==> config.mk <==
export PLATFORM = sky130hd
export DESIGN_NAME = linked_list_value_engine
export DESIGN_NICKNAME = d
export VERILOG_FILES = /design/src/llve_pkg.sv /design/src/linked_list_value_engine.sv /design/src/llve_pool.sv
export VERILOG_INCLUDE_DIRS = /design/src /design/src/src
export SDC_FILE = /design/constraint.sdc
export NUM_CORES = 1
export LEC_CHECK = 0
export BUFFER_PORTS_ARGS = -buffer_cell sky130_fd_sc_hd__buf_2
export CAP_MARGIN = 20
export CORE_MARGIN = 8
export CORE_UTILIZATION = 56
export CTS_CLUSTER_DIAMETER = 30
export DETAILED_ROUTE_END_ITERATION = 10
export GPL_ROUTABILITY_DRIVEN = 0
export MAX_ROUTING_LAYER = met4
export PLACE_DENSITY = 0.76
export SLEW_MARGIN = 15
export SYNTH_ARGS = -nofsm -noshare
export SYNTH_HDL_FRONTEND = slang
export SYNTH_SLANG_ARGS = --single-unit
==> constraint.sdc <==
create_clock -name clk -period 5.2 [get_ports clk]
set_input_delay 0.26 -clock clk [delete_from_list [all_inputs] [get_ports clk]]
set_output_delay 0.26 -clock clk [all_outputs]
set_load 0.05 [all_outputs]
==> src/assert_macros.svh <==
// Assertion macros shared by the RTL of the linked-list value engine.
// No dependencies; included by modules that carry concurrent checks.
`ifndef ASSERT_MACROS_SVH
`define ASSERT_MACROS_SVH

// Plain property sampled on the rising clock, off during reset.
`define ASSERT_CLK(label, clk, rst_n, prop, msg) \
  label: assert property (@(posedge clk) disable iff (!rst_n) (prop)) else $error(msg);

// Same-cycle implication, off during reset.
`define ASSERT_IMPL(label, clk, rst_n, ante, cons, msg) \
  label: assert property (@(posedge clk) disable iff (!rst_n) (ante) |-> (cons)) \
    else $error(msg);

`endif

==> src/llve_pkg.sv <==
// Package for the linked-list value engine: sizes, codes, payload structs
// and the request/response structs of the node pool. No dependencies.
package llve_pkg;

  localparam int POOL_NODES = 16;
  localparam int VALUE_BITS = 32;

  localparam int DATA_W = 32;
  localparam int CMD_W  = 3;
  localparam int STS_W  = 2;
  localparam int POS_W  = 5;
  localparam int IDX_W  = (POOL_NODES > 1) ? $clog2(POOL_NODES) : 1;
  localparam int LINK_W = $clog2(POOL_NODES + 1);
  localparam int CNT_W  = $clog2(POOL_NODES + 2);

  localparam logic [LINK_W-1:0] NULL_LINK = LINK_W'(POOL_NODES);
  localparam logic [CNT_W-1:0]  POS_LIMIT = CNT_W'(POOL_NODES);

  localparam logic [CMD_W-1:0] CMD_APPEND = 3'd0;
  localparam logic [CMD_W-1:0] CMD_SEARCH = 3'd1;
  localparam logic [CMD_W-1:0] CMD_INSERT = 3'd2;
  localparam logic [CMD_W-1:0] CMD_DELETE = 3'd3;
  localparam logic [CMD_W-1:0] CMD_DUMP   = 3'd4;

  localparam logic [STS_W-1:0] STS_OK    = 2'd0;
  localparam logic [STS_W-1:0] STS_MISS  = 2'd1;
  localparam logic [STS_W-1:0] STS_FULL  = 2'd2;
  localparam logic [STS_W-1:0] STS_EMPTY = 2'd3;

  typedef struct packed {
    logic [CMD_W-1:0]         cmd;
    logic signed [DATA_W-1:0] new_value;
    logic signed [DATA_W-1:0] match_key;
  } in_req_t;

  typedef struct packed {
    logic [STS_W-1:0]         status;
    logic [POS_W-1:0]         position;
    logic signed [DATA_W-1:0] element;
    logic                     last;
  } out_rsp_t;

  typedef struct packed {
    logic [IDX_W-1:0]      rd_idx;
    logic                  val_we;
    logic [IDX_W-1:0]      val_widx;
    logic [VALUE_BITS-1:0] val_wdata;
    logic                  link_we;
    logic [IDX_W-1:0]      link_widx;
    logic [LINK_W-1:0]     link_wdata;
    logic                  use_set;
    logic                  use_clr;
    logic [IDX_W-1:0]      use_idx;
  } pool_req_t;

  typedef struct packed {
    logic [VALUE_BITS-1:0] value;
    logic [LINK_W-1:0]     link;
    logic [IDX_W-1:0]      free_idx;
    logic                  full;
    logic                  none_used;
  } pool_rsp_t;

  // Port value to stored width, zero-extended or truncated.
  function automatic logic [VALUE_BITS-1:0] fit_value(input logic [DATA_W-1:0] x);
    logic [VALUE_BITS-1:0] r;
    r = '0;
    for (int i = 0; i < VALUE_BITS; i++) begin
      if (i < DATA_W) begin
        r[i] = x[i];
      end
    end
    return r;
  endfunction

  // Stored value to port width.
  function automatic logic [DATA_W-1:0] to_element(input logic [VALUE_BITS-1:0] x);
    logic [DATA_W-1:0] r;
    r = '0;
    for (int i = 0; i < DATA_W; i++) begin
      if (i < VALUE_BITS) begin
        r[i] = x[i];
      end
    end
    return r;
  endfunction

endpackage

==> src/linked_list_value_engine.sv <==
// Linked-list value engine: sequencer walking the node pool one node per cycle while it searches or seeks the tail.
// Depends on llve_pkg, llve_pool and assert_macros.svh.
//
// Usage: one request on in_* (cmd, new_value, match_key) gives result items
// on out_* (status, position, element, last). Both channels use valid/ready.
// in_ready is high only while the sequencer is idle; one request is worked at
// a time. Each cycle the sequencer reads one node (value and link) and runs
// it through the single key comparator and position counter.
// Append allocates a node first, then walks to the tail unless the list was
// empty, and gives FULL at once when the pool is full; search, insert and
// delete walk until a key match or the end marker, and an insert with a free
// node then adds a link step; dump alternates between reading a node and
// emitting it. The first result is loaded into the output register in ST_EMIT
// after the walk ends, once that register is free.
// The output register holds a finished result while out_ready is low; a new
// request can be taken meanwhile, and the sequencer waits only when it has a
// next result and the register is still occupied.
// Reset (rst_n low, synchronous) empties the list and frees every node;
// no clearing pass is needed. Undefined commands are taken and give nothing.
`include "assert_macros.svh"
module linked_list_value_engine import llve_pkg::*; (
  input  logic     clk,
  input  logic     rst_n,
  input  logic     in_valid,
  output logic     in_ready,
  input  in_req_t  in_data,
  output logic     out_valid,
  input  logic     out_ready,
  output out_rsp_t out_data
);

  typedef enum logic [2:0] {
    ST_IDLE, ST_ALLOC, ST_TAIL, ST_FIND, ST_INS_LINK, ST_DUMP, ST_EMIT
  } state_t;

  state_t                state_r, state_nxt;
  logic [CMD_W-1:0]      cmd_r, cmd_nxt;
  logic [VALUE_BITS-1:0] nv_r, nv_nxt;
  logic [VALUE_BITS-1:0] key_r, key_nxt;
  logic [LINK_W-1:0]     first_r, first_nxt;
  logic [LINK_W-1:0]     cur_r, cur_nxt;
  logic [LINK_W-1:0]     prev_r, prev_nxt;
  logic [CNT_W-1:0]      pos_r, pos_nxt;
  logic [IDX_W-1:0]      nn_r, nn_nxt;
  logic                  more_r, more_nxt;
  out_rsp_t              res_r, res_nxt;
  logic                  out_valid_r, out_valid_nxt;
  out_rsp_t              out_data_r, out_data_nxt;

  pool_req_t pool_req;
  pool_rsp_t pool_rsp;

  logic cur_null, link_null, key_hit, tail_stop;

  llve_pool u_pool (
    .clk   (clk),
    .rst_n (rst_n),
    .req   (pool_req),
    .rsp   (pool_rsp)
  );

  assign in_ready  = (state_r == ST_IDLE);
  assign out_valid = out_valid_r;
  assign out_data  = out_data_r;

  assign cur_null  = (cur_r >= NULL_LINK);
  assign link_null = (pool_rsp.link >= NULL_LINK);
  assign key_hit   = (pool_rsp.value == key_r);
  assign tail_stop = link_null || (pos_r >= POS_LIMIT);

  always_comb begin
    state_nxt     = state_r;
    cmd_nxt       = cmd_r;
    nv_nxt        = nv_r;
    key_nxt       = key_r;
    first_nxt     = first_r;
    cur_nxt       = cur_r;
    prev_nxt      = prev_r;
    pos_nxt       = pos_r;
    nn_nxt        = nn_r;
    more_nxt      = more_r;
    res_nxt       = res_r;
    out_valid_nxt = out_valid_r && !out_ready;
    out_data_nxt  = out_data_r;

    pool_req        = '0;
    pool_req.rd_idx = cur_r[IDX_W-1:0];

    case (state_r)
      ST_IDLE: begin
        if (in_valid) begin
          cmd_nxt  = in_data.cmd;
          nv_nxt   = fit_value(in_data.new_value);
          key_nxt  = fit_value(in_data.match_key);
          cur_nxt  = first_r;
          prev_nxt = NULL_LINK;
          pos_nxt  = CNT_W'(1);
          more_nxt = 1'b0;
          res_nxt  = '{status: STS_OK, position: '0, element: '0, last: 1'b1};
          case (in_data.cmd)
            CMD_APPEND: state_nxt = ST_ALLOC;
            CMD_SEARCH, CMD_INSERT, CMD_DELETE: state_nxt = ST_FIND;
            CMD_DUMP: begin
              if (first_r >= NULL_LINK) begin
                res_nxt.status = STS_EMPTY;
                state_nxt      = ST_EMIT;
              end else begin
                state_nxt = ST_DUMP;
              end
            end
            default: state_nxt = ST_IDLE;
          endcase
        end
      end

      ST_ALLOC: begin
        if (pool_rsp.full) begin
          res_nxt.status = STS_FULL;
          state_nxt      = ST_EMIT;
        end else begin
          pool_req.val_we     = 1'b1;
          pool_req.val_widx   = pool_rsp.free_idx;
          pool_req.val_wdata  = nv_r;
          pool_req.link_we    = 1'b1;
          pool_req.link_widx  = pool_rsp.free_idx;
          pool_req.link_wdata = NULL_LINK;
          pool_req.use_set    = 1'b1;
          pool_req.use_idx    = pool_rsp.free_idx;
          nn_nxt              = pool_rsp.free_idx;
          if (first_r >= NULL_LINK) begin
            first_nxt = LINK_W'(pool_rsp.free_idx);
            state_nxt = ST_EMIT;
          end else begin
            state_nxt = ST_TAIL;
          end
        end
      end

      ST_TAIL: begin
        if (tail_stop) begin
          pool_req.link_we    = 1'b1;
          pool_req.link_widx  = cur_r[IDX_W-1:0];
          pool_req.link_wdata = LINK_W'(nn_r);
          state_nxt           = ST_EMIT;
        end else begin
          cur_nxt = pool_rsp.link;
          pos_nxt = pos_r + 1'b1;
        end
      end

      ST_FIND: begin
        if (cur_null || (pos_r > POS_LIMIT)) begin
          res_nxt.status = STS_MISS;
          state_nxt      = ST_EMIT;
        end else if (key_hit) begin
          res_nxt.position = POS_W'(pos_r);
          res_nxt.element  = to_element(pool_rsp.value);
          state_nxt        = ST_EMIT;
          case (cmd_r)
            CMD_INSERT: begin
              if (pool_rsp.full) begin
                res_nxt = '{status: STS_FULL, position: '0, element: '0, last: 1'b1};
              end else begin
                pool_req.val_we     = 1'b1;
                pool_req.val_widx   = pool_rsp.free_idx;
                pool_req.val_wdata  = nv_r;
                pool_req.link_we    = 1'b1;
                pool_req.link_widx  = pool_rsp.free_idx;
                pool_req.link_wdata = pool_rsp.link;
                pool_req.use_set    = 1'b1;
                pool_req.use_idx    = pool_rsp.free_idx;
                nn_nxt              = pool_rsp.free_idx;
                state_nxt           = ST_INS_LINK;
              end
            end
            CMD_DELETE: begin
              if (prev_r >= NULL_LINK) begin
                first_nxt = pool_rsp.link;
              end else begin
                pool_req.link_we    = 1'b1;
                pool_req.link_widx  = prev_r[IDX_W-1:0];
                pool_req.link_wdata = pool_rsp.link;
              end
              pool_req.use_clr = 1'b1;
              pool_req.use_idx = cur_r[IDX_W-1:0];
            end
            default: ;
          endcase
        end else begin
          prev_nxt = cur_r;
          cur_nxt  = pool_rsp.link;
          pos_nxt  = pos_r + 1'b1;
        end
      end

      ST_INS_LINK: begin
        pool_req.link_we    = 1'b1;
        pool_req.link_widx  = cur_r[IDX_W-1:0];
        pool_req.link_wdata = LINK_W'(nn_r);
        state_nxt           = ST_EMIT;
      end

      ST_DUMP: begin
        res_nxt.status   = STS_OK;
        res_nxt.position = POS_W'(pos_r);
        res_nxt.element  = to_element(pool_rsp.value);
        res_nxt.last     = tail_stop;
        more_nxt         = !tail_stop;
        cur_nxt          = pool_rsp.link;
        pos_nxt          = pos_r + 1'b1;
        state_nxt        = ST_EMIT;
      end

      ST_EMIT: begin
        if (!out_valid_r || out_ready) begin
          out_valid_nxt = 1'b1;
          out_data_nxt  = res_r;
          state_nxt     = more_r ? ST_DUMP : ST_IDLE;
        end
      end

      default: state_nxt = ST_IDLE;
    endcase
  end

  always_ff @(posedge clk) begin
    if (!rst_n) begin
      state_r     <= ST_IDLE;
      first_r     <= NULL_LINK;
      out_valid_r <= 1'b0;
      more_r      <= 1'b0;
    end else begin
      state_r     <= state_nxt;
      first_r     <= first_nxt;
      out_valid_r <= out_valid_nxt;
      more_r      <= more_nxt;
    end
    cmd_r      <= cmd_nxt;
    nv_r       <= nv_nxt;
    key_r      <= key_nxt;
    cur_r      <= cur_nxt;
    prev_r     <= prev_nxt;
    pos_r      <= pos_nxt;
    nn_r       <= nn_nxt;
    res_r      <= res_nxt;
    out_data_r <= out_data_nxt;
  end

  `ASSERT_IMPL(a_alloc_not_full, clk, rst_n, pool_req.use_set, !pool_rsp.full, "alloc from full pool")
  `ASSERT_IMPL(a_empty_head, clk, rst_n, (state_r == ST_IDLE) && (first_r == NULL_LINK), pool_rsp.none_used, "empty list with nodes in use")
  `ASSERT_IMPL(a_mid_result, clk, rst_n, out_valid_r && !out_data_r.last, (out_data_r.status == STS_OK) && (out_data_r.position != '0), "bad non-final result")
  `ASSERT_IMPL(a_empty_result, clk, rst_n, out_valid_r && (out_data_r.status == STS_EMPTY), out_data_r.last && (out_data_r.position == '0) && (out_data_r.element == '0), "bad empty-list result")

endmodule

==> src/llve_pool.sv <==
// Node pool: value and link register files, in-use map and lowest-free finder.
// Depends on llve_pkg.
module llve_pool import llve_pkg::*; (
  input  logic      clk,
  input  logic      rst_n,
  input  pool_req_t req,
  output pool_rsp_t rsp
);

  logic [VALUE_BITS-1:0] values_r [POOL_NODES];
  logic [LINK_W-1:0]     links_r  [POOL_NODES];
  logic [POOL_NODES-1:0] in_use_r;
  logic [IDX_W-1:0]      free_idx;

  always_ff @(posedge clk) begin
    if (req.val_we) begin
      values_r[req.val_widx] <= req.val_wdata;
    end
    if (req.link_we) begin
      links_r[req.link_widx] <= req.link_wdata;
    end
  end

  always_ff @(posedge clk) begin
    if (!rst_n) begin
      in_use_r <= '0;
    end else if (req.use_set) begin
      in_use_r[req.use_idx] <= 1'b1;
    end else if (req.use_clr) begin
      in_use_r[req.use_idx] <= 1'b0;
    end
  end

  always_comb begin
    free_idx = '0;
    for (int i = POOL_NODES - 1; i >= 0; i--) begin
      if (!in_use_r[i]) begin
        free_idx = IDX_W'(i);
      end
    end
  end

  always_comb begin
    rsp.value     = values_r[req.rd_idx];
    rsp.link      = links_r[req.rd_idx];
    rsp.free_idx  = free_idx;
    rsp.full      = &in_use_r;
    rsp.none_used = ~|in_use_r;
  end

endmodule
=== Yosys cells after proc, flatten, opt, wreduce, memory -nomap -nowiden ===
Memory sizes are Yosys's and may differ from the RTL's. A register that Yosys moved wholly into a read port is not among the register bits.
Index checks and enable logic that the tools add are counted.

* Bits in registers: 192
* Bits in writable memories: 592
* Input bits: 71
* Output and inout bits: 42
* Word-level logic and storage cells: 192
* Memories kept: 2

{| class="wikitable"
|+ Memories
! memory !! words !! width !! rd ports !! clocked after memory_dff !! write ports !! line !! source
|-
| u_pool.values_r || 16 || 32 || 1 || 1 || 1 || llve_pool.sv:10 || <nowiki>logic [VALUE_BITS-1:0] values_r [POOL_NODES];</nowiki>
|-
| u_pool.links_r || 16 || 5 || 1 || 1 || 1 || llve_pool.sv:11 || <nowiki>logic [LINK_W-1:0] links_r [POOL_NODES];</nowiki>
|}

* Add/sub/neg operators: 1
* $lt $le $gt $ge: 8
* Equality and inequality tests: 30
* Mux-type cells: 97
* Bitwise logic cells: 3
* Reductions and logical operators: 31

{| class="wikitable"
|+ Operators by type and width
! cell !! count
|-
| 40-bit 2-to-1 mux || 4
|-
| 38-bit case mux with 3 select lines || 1
|-
| 53-bit 2-to-1 mux || 2
|-
| 48-bit 2-to-1 mux || 2
|-
| 4-bit 2-to-1 mux || 23
|-
| 5-bit 2-to-1 mux || 17
|-
| 37-bit case mux with 2 select lines || 1
|-
| 10-bit case mux with 4 select lines || 1
|-
| 5-bit case mux with 4 select lines || 2
|-
| 38-bit 2-to-1 mux || 1
|-
| 37-bit 2-to-1 mux || 1
|-
| 32-bit == test || 1
|-
| 16-bit 2-to-1 mux || 2
|-
| 5-bit greater-or-equal comparator, second input constant || 5
|-
| 3-bit 2-to-1 mux || 8
|-
| 2-bit inequality test, second input constant || 12
|-
| 4-bit case mux with 2 select lines || 3
|-
| 10-bit 2-to-1 mux || 2
|-
| 10-bit case mux with 2 select lines || 1
|-
| 5-bit case mux with 2 select lines || 2
|-
| 3-bit by 2-bit == test with 1-bit output, second input constant || 6
|-
| 3-bit case mux with 6 select lines || 1
|-
| 16-bit bitwise AND || 1
|-
| 16-bit inverter || 1
|-
| 31 further kinds || 70
|}

=== Logic depth before layout (Yosys ltp) ===
* Depth in word-level cells: 29
* Depth in mapped cells: 19
* Mapped depth without buffers: 12

=== Hierarchy ===
From an unflattened synthesis, not the netlist that was laid out.

* Cell total of the unflattened synthesis: 1546
* Area, all modules: 30336.6 sq um

{| class="wikitable"
|+ By module, submodules not included
! module !! times used !! cells an instance !! area an instance (sq um) !! seq. area each (sq um)
|-
| llve_pool || 1 || 1065 || 23236.0 || 18097.4
|-
| linked_list_value_engine || 1 || 481 || 7100.6 || 5185.0
|}

=== Worst setup path after synthesis ===
No wires, ideal clock.

* Kind: flip-flop to flip-flop
* Start point: register (tool-made name)
* End point: register res_r[0] (netlist bit) (enable)
* Library setup time: 297 ps
* Arrival: 4903 ps
* Required time: 4903 ps
* Setup slack: 0 ps
* Stages on the path, launching flop included: 16
* Buffers on the path: 4
* Clock period less this slack: 5200 ps
* Cells stage by stage: dfxtp_1 buf_2 buf_2 clkbuf_1 mux4_2 mux2_2 o21a_1 xor2_1 nor4_1 and4_1 buf_6 nand3_1 o21ai_0 nand2b_1 a21oi_1 o21a_1

{| class="wikitable"
|+ RTL lines
! item !! line !! source
|-
| end signal, assigned || linked_list_value_engine.sv:245 || <nowiki>res_r <= res_nxt;</nowiki>
|-
| end, declared || linked_list_value_engine.sv:46 || <nowiki>out_rsp_t res_r, res_nxt;</nowiki>
|}

==> flow_metrics.env <==
export IMPL_nNetsFinal=2201
export IMPL_drive_gt1_frac=0.279
export IMPL_crit_type="register to register"
export IMPL_placed_area_um2=34000
export IMPL_synth_edf_count=758
export IMPL_hold_violations=0
export IMPL_port_buffers=112
export IMPL_die_area_um2=64300
export IMPL_firstDrtPassIters=8
export IMPL_grt_pass1_vias=19100
export IMPL_synthCells=1763
export IMPL_fin_crit_ns=4.97
export IMPL_grt_pass1_wl_um=119000
export IMPL_skew_ns=0.0394
export IMPL_synth_area_leaders="edfxtp_1, mux4_2, mux2i_1"
export IMPL_num_rows=87
export IMPL_syn_mean_instance_area_um2=17.9
export IMPL_power_leakage_uw=0.0133
export IMPL_fin_crit_sh=0.956
export IMPL_cts_sinks=788
export IMPL_cts_max_level=4
export IMPL_yosys_warnings=0
export IMPL_via_per_inst=6.28
export IMPL_num_io_pins=113
export IMPL_synth_compound_area_frac=0.0499
export IMPL_syn_to_final_growth_pct=24.8
export IMPL_fin_setup_tns_ns=0
export IMPL_grt_max_degree=67
export IMPL_netlist_area_um2=31600
export IMPL_rsz0062_at_grt="false"
export IMPL_die_w_um=254
export IMPL_tightest_slew_ns=1.01
export IMPL_fillers=3252
export IMPL_setup_viol=0
export IMPL_yosysMostFrequentCell="edfxtp_1"
export IMPL_wl_um=81100
export IMPL_grt_use_total=0.260
export IMPL_synth_main_ff_cell="edfxtp_1"
export IMPL_seq_area_um2=23400
export IMPL_arrival_ns=5.38
export IMPL_report_final_slew_viol_count=0
export IMPL_ir_drop_uv=433
export IMPL_yosysTopAreaCell="edfxtp_1"
export IMPL_stdcell_area_um2=39400
export IMPL_outcome="complete, no violations"
export IMPL_die_h_um=254
export IMPL_antenna_found_initial=1
export IMPL_synthArstFlopShare=0
export IMPL_cap_violations=0
export IMPL_synth_fp_nets=1836
export IMPL_yosysSeqAreaShare=0.739
export IMPL_synthXorXnorAreaFrac=0.0103
export IMPL_ant_nets=0
export IMPL_synth_seq_cells=788
export IMPL_core_area_um2=56100
export IMPL_max_freq_mhz=201
export IMPL_cts_buffers=140
export IMPL_hold_path_class="input port to register"
export IMPL_synth_top_family_by_area="multiplexers"
export IMPL_multiInputGateArea_um2=7830
export IMPL_dp_hpwl_um=48100
export IMPL_vias=18800
export IMPL_post_cts_buffers=0
export IMPL_cp_required_ns=5.61
export IMPL_critPathMaxFanout=17
export IMPL_crit_path_start_kind="register"
export IMPL_synth_common_cells="edfxtp_1, nor2_1, mux4_2, mux2i_1, nand2_1"
export IMPL_clockBufferDepth=3
export IMPL_powerDensity_nw_per_um2=561
export IMPL_drtIter0Drc=2368
export IMPL_synth_cell_types=79
export IMPL_synth_mux_area_frac=0.125
export IMPL_relSlewSlack=0.320
export IMPL_synth_simple_gate_area_frac=0.0569
export IMPL_synth_top_cell_area_share=0.720
export IMPL_clk_latency_ns=0.72
export IMPL_start_util=0.564
export IMPL_overflow=0
export IMPL_drc=0
export IMPL_wl_per_cell_um=27.0
export IMPL_synth_fa_ha_area_frac=0.000792
export IMPL_root_buffer="clkbuf_16"
export IMPL_path_clk_slew_ns=0.05
export IMPL_cts_tree="built"
export IMPL_worstSetupEndpointType="register"
export IMPL_final_util=0.703
## sequential cells by signal, summed over array words and instances, names as in the netlist, 4 cells and up, named ones only
signal	flops
cur_r	5
first_r	5
key_r	32
nn_r	4
nv_r	32
out_data	40
pos_r	5
prev_r	5
res_r	40
u_pool.links_r	80
u_pool.values_r	512
## layout by cell type (no fill, tap or decap), drive strengths merged, types with 20 or more instances in the layout
cell type    count
inv             35
clkinv          51
mux4           111
o21ai           33
buf            231
nor2b           26
a21oi           39
mux2            35
dlygate4sd3     70
clkbuf         161
a22oi           30
edfxtp         758
and2            44
mux2i          101
nand2           83
dfxtp           30
nand3           20
nor2           116
xor2            22
## critical path, stage by stage, from the launching register on
cell and delay, ns:
dfxtp_4 0.57, buf_4 0.35, buf_4 0.31, nor2_1 0.23, a22o_1 0.30, or3_1 0.35
a21oi_1 0.32, o211ai_1 0.16, nor4_2 0.35, and4_1 0.33, a31o_2 0.25, and2_0 0.22
nand2_1 0.30, nor2_4 0.41, buf_12 0.20
## repair_timing
item | CTS | global route
hold buffers | 70 | 0
endpoints found under the hold margin | 82 | 0
resized for setup | 0 | 1
endpoints found under the setup margin | 0 | 256
## path summary, 6_finish.rpt
check                                 start  slack (ns)  cells after the start                      end
worst max register to register     register        0.23                     14  u_pool.values_r[11][15]
worst min-delay path            in_data[53]        0.26                      2                 nv_r[21]
worst max-delay path               register        0.23                     14  u_pool.values_r[11][15]
worst min register to register    res_r[16]        0.41                      0             out_data[16]
## cell type report
class	count	area share
multi-input combinational	876	0.199
clock buffer	161	0.0925
clock inverter	96	0.0261
antenna	1	0.0000635
inverter	21	0.00200
tap	756	0.0240
sequential	788	0.593
timing repair buffer	301	0.0639
## where the power goes
group	switching (uW)	internal [uW]	total, uW
sequential	355	7800	8160
clock	3170	5730	8900
combinational	3090	1990	5080
## routing by layer
metal,GRT usage,share of wire
met5,-,0
met4,0.111,0.038
met3,0.0716,0.11
met2,0.395,0.47
met1,0.332,0.38
## metrics by stage
step           hold slack (ns)  setup slack (ns)  cells  total power, uW
5_1_grt                  0.234            0.0435   3000            22800
4_1_cts                  0.212             0.188   2999            22100
6_report                 0.262             0.229   3000            22100
3_5_place_dp             0.405             0.266   2672            13100
2_1_floorplan            0.359          0.000120   1763            11500
3_3_place_gp             0.401             0.380   2672            13000
## cells by family after synthesis
family	after synthesis
AO/OA/AOI/OAI	223
XOR/XNOR	37
adder cells (fa/ha/maj)	2
buffers and inverters	99
flip-flops	788
multiplexers	247
AND/OR/NAND/NOR	367
(Power assumes the default switching activity.)
